==> config.mk <==
export PLATFORM = sky130hd
export DESIGN_NAME = mpeg_program_stream_demux_core
export DESIGN_NICKNAME = d
export VERILOG_FILES = /design/src/mpsd_pkg.sv /design/src/mpsd_front.sv /design/src/mpsd_queue.sv /design/src/mpsd_back.sv /design/src/mpeg_program_stream_demux_core.sv
export SDC_FILE = /design/constraint.sdc
export NUM_CORES = 1
export LEC_CHECK = 0
export BUFFER_PORTS_ARGS = -buffer_cell sky130_fd_sc_hd__buf_2
export CORE_MARGIN = 4
export CORE_UTILIZATION = 40
export CTS_BUF_LIST = sky130_fd_sc_hd__clkbuf_8
export DETAILED_ROUTE_END_ITERATION = 6
export PLACE_DENSITY = 0.62
export SYNTH_ARGS = -nofsm -noshare
export SYNTH_HDL_FRONTEND = slang
export SYNTH_SLANG_ARGS = --single-unit
==> constraint.sdc <==
create_clock -name aclk -period 3.1 [get_ports aclk]
set_input_delay 0.62 -clock aclk [delete_from_list [all_inputs] [get_ports aclk]]
set_output_delay 0.62 -clock aclk [all_outputs]
set_load 0.03 [all_outputs]
==> src/mpsd_pkg.sv <==
// ----------------------------------------------------------------------------
// mpsd_pkg
// Shared types and constants for the program stream demultiplexer.
// ----------------------------------------------------------------------------
`default_nettype none

package mpsd_pkg;

    // Stream ids with a fixed meaning
    localparam logic [7:0] ID_PACK  = 8'hBA;
    localparam logic [7:0] ID_SYS   = 8'hBB;
    localparam logic [7:0] ID_PRIV1 = 8'hBD;
    localparam logic [7:0] ID_PAD   = 8'hBE;
    localparam logic [7:0] ID_PRIV2 = 8'hBF;

    // Configuration register indexes
    localparam int          CFG_IDX_W    = 2;
    localparam logic [1:0]  CFG_VIDEO_ID = 2'd0;
    localparam logic [1:0]  CFG_AUDIO_ID = 2'd1;
    localparam logic [7:0]  VIDEO_ID_RST = 8'hE0;
    localparam logic [7:0]  AUDIO_ID_RST = 8'hC0;

    // Start code hunt
    localparam logic [1:0] SYNC_NONE  = 2'd0;
    localparam logic [1:0] SYNC_ZERO1 = 2'd1;
    localparam logic [1:0] SYNC_ZERO2 = 2'd2;

    // Format codes
    localparam logic [1:0] FMT_UNKNOWN = 2'd0;
    localparam logic [1:0] FMT_MPEG1   = 2'd1;
    localparam logic [1:0] FMT_MPEG2   = 2'd2;

    // Pack header byte counts
    localparam logic [15:0] PACK1_SKIP = 16'd7;
    localparam logic [15:0] PACK2_SKIP = 16'd8;

    // Audio probe window
    localparam logic [3:0] PROBE_LEN = 4'd14;

    // Packet header replay: six bytes, index of the last one
    localparam logic [2:0] HDR_LAST = 3'd5;

    // Command queue
    localparam int QDEPTH = 4;
    localparam int QPTR_W = $clog2(QDEPTH);

    typedef enum logic [2:0] {
        PH_SCAN  = 3'd0,
        PH_ID    = 3'd1,
        PH_PACK2 = 3'd2,
        PH_LEN   = 3'd3,
        PH_SKIP  = 3'd4,
        PH_PASS  = 3'd5,
        PH_PACK0 = 3'd6
    } phase_t;

    // One command from parser to output sequencer
    typedef struct packed {
        logic       is_hdr;   // replay 00 00 01 id lenH lenL
        logic [7:0] data;     // payload byte, or low length byte
        logic [7:0] id;
        logic [7:0] len_hi;
        logic       ch;
        logic [1:0] pfmt;
        logic [1:0] afmt;
    } cmd_t;

endpackage

`default_nettype wire

==> src/mpsd_front.sv <==
// ----------------------------------------------------------------------------
// mpsd_front
// Byte parser: start code hunt, stream id decode, header skipping and
// audio format probe. Emits one command per byte that produces output.
// ----------------------------------------------------------------------------
`default_nettype none

module mpsd_front import mpsd_pkg::*; (
    input  wire logic                 aclk,
    input  wire logic                 aresetn,
    input  wire logic                 cfg_valid,
    output logic                      cfg_ready,
    input  wire logic [CFG_IDX_W-1:0] cfg_index,
    input  wire logic [7:0]           cfg_data,
    input  wire logic                 in_take,
    input  wire logic [7:0]           in_byte,
    output logic                      push,
    output cmd_t                      cmd
);

    phase_t      phase_reg, phase_next;
    logic [1:0]  sync_reg, sync_next;
    logic [7:0]  cur_id_reg, cur_id_next;
    logic        hdr_cnt_reg, hdr_cnt_next;
    logic [7:0]  len_hi_reg, len_hi_next;
    logic [15:0] left_reg, left_next;
    logic [3:0]  probe_cnt_reg, probe_cnt_next;
    logic        probe_done_reg, probe_done_next;
    logic [1:0]  pack_fmt_reg, pack_fmt_next;
    logic [1:0]  audio_kind_reg, audio_kind_next;
    logic [7:0]  video_id_reg, audio_id_reg;

    logic        id_passed, cur_passed, cur_ch;

    assign cfg_ready  = 1'b1;
    assign id_passed  = (in_byte == video_id_reg) || (in_byte == audio_id_reg);
    assign cur_passed = (cur_id_reg == video_id_reg) || (cur_id_reg == audio_id_reg);
    assign cur_ch     = (cur_id_reg != video_id_reg);

    // Configuration registers
    always_ff @(posedge aclk) begin
        if (!aresetn) begin
            video_id_reg <= VIDEO_ID_RST;
            audio_id_reg <= AUDIO_ID_RST;
        end else if (cfg_valid && cfg_ready) begin
            if (cfg_index == CFG_VIDEO_ID) video_id_reg <= cfg_data;
            if (cfg_index == CFG_AUDIO_ID) audio_id_reg <= cfg_data;
        end
    end

    // Next state
    always_comb begin
        phase_next      = phase_reg;
        sync_next       = sync_reg;
        cur_id_next     = cur_id_reg;
        hdr_cnt_next    = hdr_cnt_reg;
        len_hi_next     = len_hi_reg;
        left_next       = left_reg;
        probe_cnt_next  = probe_cnt_reg;
        probe_done_next = probe_done_reg;
        pack_fmt_next   = pack_fmt_reg;
        audio_kind_next = audio_kind_reg;
        case (phase_reg)
            PH_ID: begin
                cur_id_next     = in_byte;
                sync_next       = SYNC_NONE;
                hdr_cnt_next    = 1'b0;
                probe_cnt_next  = '0;
                probe_done_next = 1'b0;
                if (id_passed) begin
                    phase_next = PH_LEN;
                end else if (in_byte == ID_PACK) begin
                    phase_next = PH_PACK0;
                end else if (in_byte == ID_SYS || in_byte == ID_PRIV1 ||
                             in_byte == ID_PAD || in_byte == ID_PRIV2) begin
                    phase_next = PH_LEN;
                end else begin
                    phase_next = PH_SCAN;
                end
            end
            PH_PACK0: begin
                if (in_byte[7:4] == 4'h2) begin
                    pack_fmt_next = FMT_MPEG1;
                    left_next     = PACK1_SKIP;
                    phase_next    = PH_SKIP;
                end else if (in_byte[7:6] == 2'b01) begin
                    pack_fmt_next = FMT_MPEG2;
                    left_next     = PACK2_SKIP;
                    phase_next    = PH_PACK2;
                end else begin
                    phase_next = PH_SCAN;
                    sync_next  = SYNC_NONE;
                end
            end
            PH_PACK2: begin
                if (left_reg != '0) begin
                    left_next = left_reg - 16'd1;
                end else begin
                    // stuffing length in the low three bits
                    left_next = {13'd0, in_byte[2:0]};
                    if (in_byte[2:0] != 3'd0) begin
                        phase_next = PH_SKIP;
                    end else begin
                        phase_next = PH_SCAN;
                        sync_next  = SYNC_NONE;
                    end
                end
            end
            PH_LEN: begin
                if (!hdr_cnt_reg) begin
                    len_hi_next  = in_byte;
                    hdr_cnt_next = 1'b1;
                end else begin
                    hdr_cnt_next = 1'b0;
                    left_next    = {len_hi_reg, in_byte};
                    if ({len_hi_reg, in_byte} != 16'd0) begin
                        phase_next = cur_passed ? PH_PASS : PH_SKIP;
                    end else begin
                        phase_next = PH_SCAN;
                        sync_next  = SYNC_NONE;
                    end
                end
            end
            PH_SKIP, PH_PASS: begin
                if (phase_reg == PH_PASS && cur_ch && !probe_done_reg) begin
                    if (in_byte != 8'hFF) begin
                        probe_done_next = 1'b1;
                        if (in_byte[7:6] == 2'b10)      audio_kind_next = FMT_MPEG2;
                        else if (in_byte[7:6] == 2'b01) audio_kind_next = FMT_MPEG1;
                    end else begin
                        probe_cnt_next = probe_cnt_reg + 4'd1;
                        if (probe_cnt_next >= PROBE_LEN) probe_done_next = 1'b1;
                    end
                end
                if (left_reg > 16'd1) begin
                    left_next = left_reg - 16'd1;
                end else begin
                    left_next  = '0;
                    phase_next = PH_SCAN;
                    sync_next  = SYNC_NONE;
                end
            end
            default: begin
                // start code hunt; zero runs of any length allowed
                phase_next = PH_SCAN;
                if (sync_reg == SYNC_ZERO1) begin
                    sync_next = (in_byte == 8'h00) ? SYNC_ZERO2 : SYNC_NONE;
                end else if (sync_reg == SYNC_ZERO2) begin
                    if (in_byte == 8'h01)      phase_next = PH_ID;
                    else if (in_byte != 8'h00) sync_next  = SYNC_NONE;
                end else begin
                    sync_next = (in_byte == 8'h00) ? SYNC_ZERO1 : SYNC_NONE;
                end
            end
        endcase
    end

    // Command outputs
    always_comb begin
        push = in_take && ((phase_reg == PH_LEN && hdr_cnt_reg && cur_passed) ||
                           phase_reg == PH_PASS);
        cmd.is_hdr = (phase_reg == PH_LEN);
        cmd.data   = in_byte;
        cmd.id     = cur_id_reg;
        cmd.len_hi = len_hi_reg;
        cmd.ch     = cur_ch;
        cmd.pfmt   = pack_fmt_next;
        cmd.afmt   = audio_kind_next;
    end

    // Parser state registers
    always_ff @(posedge aclk) begin
        if (!aresetn) begin
            phase_reg      <= PH_SCAN;
            sync_reg       <= SYNC_NONE;
            cur_id_reg     <= '0;
            hdr_cnt_reg    <= 1'b0;
            len_hi_reg     <= '0;
            left_reg       <= '0;
            probe_cnt_reg  <= '0;
            probe_done_reg <= 1'b0;
            pack_fmt_reg   <= FMT_UNKNOWN;
            audio_kind_reg <= FMT_UNKNOWN;
        end else if (in_take) begin
            phase_reg      <= phase_next;
            sync_reg       <= sync_next;
            cur_id_reg     <= cur_id_next;
            hdr_cnt_reg    <= hdr_cnt_next;
            len_hi_reg     <= len_hi_next;
            left_reg       <= left_next;
            probe_cnt_reg  <= probe_cnt_next;
            probe_done_reg <= probe_done_next;
            pack_fmt_reg   <= pack_fmt_next;
            audio_kind_reg <= audio_kind_next;
        end
    end

endmodule

`default_nettype wire

==> src/mpsd_queue.sv <==
// ----------------------------------------------------------------------------
// mpsd_queue
// Small command FIFO between parser and output sequencer.
// ----------------------------------------------------------------------------
`default_nettype none

module mpsd_queue import mpsd_pkg::*; (
    input  wire logic aclk,
    input  wire logic aresetn,
    input  wire logic push,
    input  wire cmd_t push_cmd,
    output logic      full,
    input  wire logic pop,
    output logic      empty,
    output cmd_t      head
);

    cmd_t              mem [QDEPTH];
    logic [QPTR_W-1:0] wr_ptr_reg, rd_ptr_reg;
    logic [QPTR_W:0]   count_reg, count_next;

    assign full  = (count_reg == (QPTR_W+1)'(QDEPTH));
    assign empty = (count_reg == '0);
    assign head  = mem[rd_ptr_reg];

    always_comb begin
        count_next = count_reg;
        if (push && !pop)      count_next = count_reg + (QPTR_W+1)'(1);
        else if (!push && pop) count_next = count_reg - (QPTR_W+1)'(1);
    end

    // Storage
    always_ff @(posedge aclk) begin
        if (push) mem[wr_ptr_reg] <= push_cmd;
    end

    // Pointers
    always_ff @(posedge aclk) begin
        if (!aresetn) begin
            wr_ptr_reg <= '0;
            rd_ptr_reg <= '0;
            count_reg  <= '0;
        end else begin
            if (push) wr_ptr_reg <= wr_ptr_reg + QPTR_W'(1);
            if (pop)  rd_ptr_reg <= rd_ptr_reg + QPTR_W'(1);
            count_reg <= count_next;
        end
    end

endmodule

`default_nettype wire

==> src/mpsd_back.sv <==
// ----------------------------------------------------------------------------
// mpsd_back
// Output sequencer: expands queued commands into result bytes and holds
// them in an output register until taken.
// ----------------------------------------------------------------------------
`default_nettype none

module mpsd_back import mpsd_pkg::*; (
    input  wire logic  aclk,
    input  wire logic  aresetn,
    input  wire logic  empty,
    input  wire cmd_t  head,
    output logic       pop,
    output logic       m_valid,
    input  wire logic  m_ready,
    output logic [7:0] m_out_byte,
    output logic       m_out_channel,
    output logic       m_last,
    output logic [1:0] m_program_format,
    output logic [1:0] m_audio_format
);

    logic       valid_reg, valid_next;
    logic [2:0] idx_reg, idx_next;
    logic [7:0] byte_reg, byte_next;
    logic       ch_reg, last_reg, last_next;
    logic [1:0] pfmt_reg, afmt_reg;
    logic       load, take;

    assign load = !valid_reg || m_ready;
    assign take = load && !empty;

    // Header byte select and sequencing
    always_comb begin
        case (idx_reg)
            3'd0, 3'd1: byte_next = 8'h00;
            3'd2:       byte_next = 8'h01;
            3'd3:       byte_next = head.id;
            3'd4:       byte_next = head.len_hi;
            default:    byte_next = head.data;
        endcase
        if (!head.is_hdr) byte_next = head.data;
        last_next  = !head.is_hdr || (idx_reg == HDR_LAST);
        pop        = take && last_next;
        idx_next   = idx_reg;
        if (take) idx_next = last_next ? 3'd0 : idx_reg + 3'd1;
        valid_next = load ? !empty : valid_reg;
    end

    // Control registers
    always_ff @(posedge aclk) begin
        if (!aresetn) begin
            valid_reg <= 1'b0;
            idx_reg   <= '0;
        end else begin
            valid_reg <= valid_next;
            idx_reg   <= idx_next;
        end
    end

    // Output payload
    always_ff @(posedge aclk) begin
        if (take) begin
            byte_reg <= byte_next;
            ch_reg   <= head.ch;
            last_reg <= last_next;
            pfmt_reg <= head.pfmt;
            afmt_reg <= head.afmt;
        end
    end

    assign m_valid          = valid_reg;
    assign m_out_byte       = byte_reg;
    assign m_out_channel    = ch_reg;
    assign m_last           = last_reg;
    assign m_program_format = pfmt_reg;
    assign m_audio_format   = afmt_reg;

endmodule

`default_nettype wire

==> src/mpeg_program_stream_demux_core.sv <==
// ----------------------------------------------------------------------------
// mpeg_program_stream_demux_core
// MPEG program stream demultiplexer: passes video and audio packets whole,
// skips pack headers and other streams.
// ----------------------------------------------------------------------------
//  channel | ports                                   | role
//  --------+-----------------------------------------+---------------------
//  s_      | s_valid s_ready s_in_byte               | stream bytes in
//  m_      | m_valid m_ready m_out_byte ...          | packet bytes out
//  cfg_    | cfg_valid cfg_ready cfg_index cfg_data  | id register writes
//
//  One byte is taken per cycle while the 4-entry command queue has room.
//  The second length byte of a passed packet makes a six-byte header
//  request, drained one byte per cycle by the output sequencer while m_ready
//  is high; payload bytes give one result each. The output sequencer sets the
//  peak rate. Synchronous active-low reset; no clearing pass.
// ----------------------------------------------------------------------------
`default_nettype none

module mpeg_program_stream_demux_core import mpsd_pkg::*; (
    input  wire logic                 aclk,
    input  wire logic                 aresetn,
    input  wire logic                 cfg_valid,
    output logic                      cfg_ready,
    input  wire logic [CFG_IDX_W-1:0] cfg_index,
    input  wire logic [7:0]           cfg_data,
    input  wire logic                 s_valid,
    output logic                      s_ready,
    input  wire logic [7:0]           s_in_byte,
    output logic                      m_valid,
    input  wire logic                 m_ready,
    output logic [7:0]                m_out_byte,
    output logic                      m_out_channel,
    output logic                      m_last,
    output logic [1:0]                m_program_format,
    output logic [1:0]                m_audio_format
);

    logic full, empty, push, pop, in_take;
    cmd_t cmd, head;

    assign s_ready = !full;
    assign in_take = s_valid && s_ready;

    // Parser
    mpsd_front u_front (
        .aclk      (aclk),
        .aresetn   (aresetn),
        .cfg_valid (cfg_valid),
        .cfg_ready (cfg_ready),
        .cfg_index (cfg_index),
        .cfg_data  (cfg_data),
        .in_take   (in_take),
        .in_byte   (s_in_byte),
        .push      (push),
        .cmd       (cmd)
    );

    // Command queue
    mpsd_queue u_queue (
        .aclk     (aclk),
        .aresetn  (aresetn),
        .push     (push),
        .push_cmd (cmd),
        .full     (full),
        .pop      (pop),
        .empty    (empty),
        .head     (head)
    );

    // Output sequencer
    mpsd_back u_back (
        .aclk             (aclk),
        .aresetn          (aresetn),
        .empty            (empty),
        .head             (head),
        .pop              (pop),
        .m_valid          (m_valid),
        .m_ready          (m_ready),
        .m_out_byte       (m_out_byte),
        .m_out_channel    (m_out_channel),
        .m_last           (m_last),
        .m_program_format (m_program_format),
        .m_audio_format   (m_audio_format)
    );

endmodule

`default_nettype wire

==> flow_summary_export.csv, run 1 <==
group,metric,value,unit
clock_network,cts_tree,"done",
synthesis,synth_compound_gate_area_share,9.96,%
floorplanning,die_w,162,um
timing,max_freq,341,MHz
grt,grt.total_usage,17.1,%
setup_path,critical-path-max-stage-delay,0.48,ns
synthesis,synth_cells,752,
cells_and_area,layout_commonest_cell,"edfxtp_1",
clock_network,clk_pin_slew,0.06,ns
route,detail-route-antenna-nets,0,
status,status,"completed",
cells_and_area,utilization_of_the_core_after_routing,46.9,%
synthesis,synthesis.area_per_instance,12.5,um2
setup_path,critical_path.endpoint_type,"flop",
clock_network,cell_chosen_for_the_clock_root,"clkbuf_8",
clock_network,insertion_delay,0.51,ns
timing,holdWs,0.370,ns
placed_design,post-dp-hpwl,14.4,mm
timing,final_report_hold_violation_count,0,
route,drt_drc_violations_left,0,
cells_and_area,diodes,0,
synthesis,synthesis.nets,790,
setup_path,setup.worst_path.class,"flop to flop",
cells_and_area,largest_reg_flops,120,
timing,finalMaxSlewViolations,0,
clock_network,ctsHoldBuffers,0,
placed_design,gp_routability_congestion,0.801,
grt,gr-total-overflow,0,
grt,global_route_wire_length_before_repair,34.9,mm
placed_design,dp.cells,1084,
synthesis,synth_area,9430,um2
pwr,design_power_total,7.27,mW
cells_and_area,design.final.nets,847,
setup_path,timing.critical_path.cells,"xor2_1, nor4_2, a22oi_1, a2bb2oi_1, nor2_2, ha_1, inv_1, fa_1, xor2_1, or3_1, a21oi_1",
clock_network,cts_setup_buffers,0,
synthesis,synth.mux.area_fraction,9.82,%
setup_path,crit_slowest_cell,"dfxtp_1",
synthesis,synthDistinctLibCells,69,
clock_network,clock_sinks,210,
timing,grt_setup_unrepaired,"false",
placed_design,dp_worst_slack,0.213,ns
floorplanning,floorplan.rows,55,
route,dr.pass1.iters,5,
setup_path,critical_path.startpoint_type,"flop",
timing,period_share,94.5,%
cells_and_area,layout_common_cells,"edfxtp_1 (134), dfxtp_1 (75), nand2_1 (65)",
pwr,ir_drop,0.279,mV
setup_path,regToRegSetupSlack,0.17,ns
clock_network,post_cts_resize_count,0,
setup_path,crit-reg2reg-capture,"u_queue.count_reg[2]",
timing,timing.final.ws_setup,0.171,ns
hold_path,hold_class,"input port to flop",
grt,grt_start_max_net_pins,56,
synthesis,synth_sequential_area_ratio,58.8,%
placed_design,detailed_place.area,10100,um2
pwr,power_density,677,nW/um2
timing,final_period_minus_worst_setup_slack,2.93,ns
route,number_of_drc_markers_in_iteration_0,436,
synthesis,synth_seq_cells,210,
synthesis,yosysWarnings,0,
route,num_vias,6243,
setup_path,critPathArrivalTime,3.36,ns
floorplanning,vertical_die_dimension,162,um
setup_path,critPathBufInv,1,
grt,first_global_vias,6241,
hold_path,timing.hold.worst_path_depth,3,
timing,timing.setup.tns,0,ns
setup_path,crit_path_frequent_cell,"xor2_1",
setup_path,required,3.53,ns
route,wl,22.1,mm
setup_path,critical-path-top-delay-family,"simple AND/OR/NAND/NOR gates",
route,vias_per_cell,5.43,
cells_and_area,final_layout_size_suffix_gt1_share,19.6,%
placed_design,numPortBuffers,38,
setup_path,critPathMaxFanout,7,
cells_and_area,post_layout_nonfiller_instances,1149,
timing,timing_worst_slew_pin_value,0.685,ns
synthesis,synth_adder_area_share,2.18,%
pwr,p_leak,3.84,nW
clock_network,cts_max_level,2,
timing,fin_worst_skew,0.0134,ns
hold_path,hold_start,"cfg_data[7]",
timing,timing.max_slew.rel_slack,54.2,%
run,maxCapViolations,0,
grt,antenna_found_initial,0,
floorplanning,io_pins,40,
synthesis,synth_edf_count,134,
setup_path,worst_r2r_path_depth,11,
hold_path,hold-path-endpoint,"u_front.video_id_reg[7]",
synthesis,synth_xor_xnor_area_share,4.00,%
timing,final-setup-viol-count,0,
cells_and_area,finalInstanceArea,10700,um2
clock_network,cts_made_buffers,36,
synthesis,largest_family_of_logic_cells_by_synthesized_area,"simple AND/OR/NAND/NOR gates",
floorplanning,core-area,22900,um2
cells_and_area,areaGrowthSynthToFinish,13.9,%
floorplanning,start_util,41.1,%
setup_path,timing.rr.start,"u_front.cur_id_reg[7]",
floorplanning,die_area,26100,um2
synthesis,async_reset_ff_share,0,%
synthesis,ys.flop_type,"edfxtp_1",
route,routed_wire_length_per_instance,19.2,um
clock_network,clock_path_buffers,3,
synthesis,synth-simple-area-share,12.4,%
metal layers:
| metal | GRT usage [%] | wire length (um) | vias to the layer above |
|---|---|---|---|
| met5 | 0 | 0 | - |
| met4 | 5.54 | 514 | 0 |
| met3 | 3.22 | 1140 | 42 |
| met2 | 28.5 | 10700 | 164 |
| met1 | 22.6 | 9710 | 3081 |
| li1 | - | - | 2956 |
where the power goes:
part | switching [mW] | leakage [nW] | total, mW | internal, mW
clock | 1.08 | 0.386 | 2.29 | 1.22
sequential | 0.139 | 1.85 | 3.29 | 3.15
combinational | 1.05 | 1.60 | 1.69 | 0.641
worst max path at each step:
stage | from | to | cells after the start
5_1_grt | u_front.cur_id_reg[7] | u_queue.count_reg[2] | 11
3_5_place_dp | u_front.cur_id_reg[7] | u_queue.count_reg[2] | 11
2_1_floorplan | u_front.cur_id_reg[4] | u_queue.count_reg[2] | 11
3_3_place_gp | u_front.cur_id_reg[7] | u_queue.count_reg[2] | 11
6_report | u_front.cur_id_reg[7] | u_queue.count_reg[2] | 11
4_1_cts | u_front.cur_id_reg[7] | u_queue.count_reg[2] | 11
worst register-to-register path, delay by kind of cell, from the launching register on:
family,cells,cell delay [ns]
AO/OA/AOI/OAI,3,0.54
buffers and inverters,1,0.07
AND/OR/NAND/NOR,3,0.83
XOR/XNOR,2,0.28
flip-flops,1,0.48
adder cells (fa/ha/maj),2,0.64
synthesized netlist by cell type (all sizes together) (3+ instances only):
master | count | area (um2)
nor2 | 56 | 215
or3b | 3 | 28.8
nand4 | 10 | 62.6
o31ai | 4 | 30.0
nor3 | 16 | 85.1
mux2i | 25 | 250
and3 | 4 | 26.3
a31oi | 5 | 31.3
a21oi | 45 | 229
xor2 | 40 | 350
nor2b | 4 | 25.0
nand3 | 17 | 97.6
nor4 | 16 | 146
or4 | 3 | 22.5
o22ai | 4 | 25.0
clkbuf | 25 | 95.1
nand2 | 65 | 244
ha | 14 | 175
o21ai | 31 | 166
o211ai | 3 | 22.5
a32oi | 8 | 70.1
a211oi | 6 | 45.0
inv | 20 | 75.1
edfxtp | 134 | 4020
mux4 | 30 | 676
nand2b | 8 | 50.1
dfxtp | 76 | 1520
and2 | 6 | 37.5
nor3b | 3 | 22.5
xnor2 | 3 | 26.3
buf | 20 | 91.3
a311oi | 3 | 26.3
a32o | 3 | 30.0
nand4b | 3 | 32.5
a22oi | 9 | 67.6
o21a | 4 | 30.0
or3 | 5 | 31.3
kinds of logic after synthesis:
kind of cell / Yosys count
AO/OA/AOI/OAI: 138
multiplexers: 55
adder cells (fa/ha/maj): 16
other: 1
buffers and inverters: 65
XOR/XNOR: 43
flip-flops: 210
AND/OR/NAND/NOR: 224
final cells by class:
class | count | area [um2]
fill | 2041 | 12200
tap | 313 | 392
clock inverter | 24 | 106
sequential | 210 | 5550
multi-input combinational | 477 | 3620
timing repair buffer | 64 | 435
clock buffer | 41 | 564
inverter | 20 | 75.1
Note: power is estimated with default switching activity, not from simulation.
==> run 2: changes to the inputs <==
Settings changed: ABC_AREA from default to 1.
==> flow_summary_export.csv, run 2 <==
group,metric,value,unit
status,status,"completed",
setup_path,timing.critical_path.cells,"xnor2_1, nand2_1, nor2_1, nand2_1, nand2_1, nand3_1, nand2_1, nand2_1, inv_1, ha_1, inv_1, fa_1, a21oi_1, o21ai_0, o21ai_0, a21oi_1",
clock_network,cts_max_level,2,
placed_design,gp_routability_congestion,0.851,
timing,final-setup-viol-count,0,
grt,first_global_vias,6889,
clock_network,insertion_delay,0.52,ns
pwr,power_density,584,nW/um2
pwr,pwr-share-comb,13.4,%
cells_and_area,layout_common_cells,"nand2_1 (242), edfxtp_1 (134), nor2_1 (109)",
route,dr.pass1.iters,6,
grt,grt_start_max_net_pins,59,
clock_network,ctsHoldBuffers,0,
clock_network,post_cts_resize_count,0,
route,detail-route-antenna-nets,0,
floorplanning,die_w,164,um
cells_and_area,layout_commonest_cell,"nand2_1",
synthesis,synthTopCellsByArea,"edfxtp_1 (41%), dfxtp_1 (16%), nand2_1 (9.3%)",
route,vias_per_cell,4.96,
synthesis,async_reset_ff_share,0,%
grt,grt.total_usage,17.1,%
synthesis,synth.top_cell.area_share,41.3,%
setup_path,required,3.49,ns
floorplanning,core-area,23700,um2
synthesis,yosys-top-cells-count,"nand2_1 (242), edfxtp_1 (134), nor2_1 (113)",
timing,fin_worst_skew,0.0153,ns
route,wl,22.8,mm
clock_network,clock_path_buffers,3,
synthesis,synth_area,9740,um2
run,maxCapViolations,0,
pwr,p_int,4.60,mW
floorplanning,start_util,41.1,%
synthesis,synth_seq_cells,210,
setup_path,critPathMaxFanout,7,
clock_network,cts_setup_buffers,0,
route,drt_drc_violations_left,0,
timing,max_freq,357,MHz
pwr,ir_drop,0.369,mV
timing,period_share,90.3,%
timing,finalMaxSlewViolations,0,
clock_network,cts_tree,"done",
grt,antenna_found_initial,0,
cells_and_area,largest_reg_flops,120,
timing,grt_setup_unrepaired,"false",
synthesis,yosysWarnings,0,
synthesis,synth_sequential_area_ratio,57.0,%
floorplanning,die_area,26900,um2
clock_network,cell_chosen_for_the_clock_root,"clkbuf_8",
setup_path,crit_slowest_cell,"dfxtp_1",
setup_path,crit_path_frequent_cell,"nand2_1",
route,routed_wire_length_per_instance,15.6,um
setup_path,critical_path.startpoint_type,"flop",
pwr,sequentialPowerShare,49.6,%
setup_path,setup.worst_path.class,"flop to flop",
grt,gr-total-overflow,0,
pwr,share_clk_of_total_power,37.0,%
synthesis,synthesis.nets,1107,
clock_network,cts_made_buffers,37,
placed_design,post-dp-hpwl,14.9,mm
setup_path,critical-path-max-stage-delay,0.45,ns
floorplanning,floorplan.rows,56,
pwr,p_leak,4.22,nW
synthesis,synthesis.area_per_instance,9.11,um2
synthesis,post-synth-top-count-cell,"nand2_1",
setup_path,critPathArrivalTime,3.19,ns
cells_and_area,finalInstanceArea,10900,um2
pwr,power_switching_share,27.9,%
placed_design,numPortBuffers,38,
pwr,design_power_total,6.39,mW
clock_network,clock_sinks,210,
setup_path,critical_path.endpoint_type,"flop",
cells_and_area,final_layout_size_suffix_gt1_share,14.5,%
hold_path,hold_class,"input port to flop",
cells_and_area,design.final.nets,1155,
timing,timing_worst_slew_pin_value,0.831,ns
placed_design,detailed_place.area,10300,um2
synthesis,synth_edf_count,134,
route,num_vias,7238,
cells_and_area,fillerInstances,2247,
floorplanning,vertical_die_dimension,164,um
floorplanning,io_pins,40,
cells_and_area,diodes,0,
grt,global_route_wire_length_before_repair,36.5,mm
synthesis,ys.flop_type,"edfxtp_1",
synthesis,synthDistinctLibCells,44,
clock_network,clk_pin_slew,0.06,ns
pwr,sw_power,1.78,mW
timing,holdWs,0.335,ns
timing,timing.setup.tns,0,ns
timing,timing.max_slew.rel_slack,44.2,%
synthesis,synth_cells,1069,
synthesis,synthDominantAreaCellType,"edfxtp_1",
cells_and_area,areaGrowthSynthToFinish,12.3,%
route,number_of_drc_markers_in_iteration_0,511,
timing,final_report_hold_violation_count,0,
timing,final_period_minus_worst_setup_slack,2.80,ns
run 2: changes by cell type after synthesis, sizes merged, moves of 30 or more:
cell | previous run | this run
nand3 | 17 | 58
nor2 | 56 | 122
inv | 20 | 105
nand2 | 65 | 254
o21ai | 31 | 101
mux4 | 30 | 0
run 2: logic make-up after synthesis:
group,synth area share [%]
fa+ha+maj,2.00
buf+inv,6.37
other cells,0.0385
simple gates,20.2
flops,57.0
compound gates,11.5
xor+xnor,2.97
run 2: critical path, delay by kind of cell, from the launching register on:
kind                     cells  cell delay (ns)
AO/OA/AOI/OAI                4             0.47
buffers and inverters        2             0.17
flip-flops                   1             0.45
adder cells (fa/ha/maj)      2             0.58
AND/OR/NAND/NOR              7             0.88
XOR/XNOR                     1             0.15
run 2: path summary, 6_finish.rpt:
kind	start	endpoint	slack (ns)	cells after the start
min reg2reg	u_queue.rd_ptr_reg[1]	flop	0.47	2
max	u_front.cur_id_reg[5]	u_queue.count_reg[2]	0.30	16
max reg2reg	u_front.cur_id_reg[5]	u_queue.count_reg[2]	0.30	16
min	cfg_data[7]	u_front.video_id_reg[7]	0.34	3
run 2: routing by layer:
| layer | wire length (um) | GRT usage (%) | vias to the layer above |
|---|---|---|---|
| li1 | - | - | 3666 |
| met1 | 10800 | 23.9 | 3364 |
| met2 | 10400 | 27.0 | 166 |
| met3 | 1140 | 3.24 | 42 |
| met4 | 527 | 5.41 | 0 |
| met5 | 0 | 0 | - |
run 2: area by class of cell:
type / instances / area (um2) / share of cell area (%)
Inverter: 106 / 400 / 3.66
Timing Repair Buffer: 53 / 328 / 3.00
Clock buffer: 39 / 537 / 4.91
Tap cell: 319 / 399 / 3.65
Sequential cell: 210 / 5560 / 50.8
Multi-Input combinational cell: 709 / 3590 / 32.8
Clock inverter: 22 / 133 / 1.21
run 2: stage by stage:
step	instances	util, %	setup WS, ns
finish	1458	46.2	0.300
global route	1458	46.2	0.00347
CTS	1458	46.2	0.250
detailed placement	1397	43.3	0.260
global placement	1397	43.3	0.341
floorplan	1069	-	-0.0259
run 2: power by group through the flow:
stage	logic (mW)	registers (mW)	clock network [mW]
2_1_floorplan	0.411	3.42	0
3_3_place_gp	0.859	3.22	0
3_5_place_dp	0.866	3.23	0
4_1_cts	0.869	3.17	2.42
5_1_grt	0.946	3.18	2.57
6_report	0.859	3.17	2.36
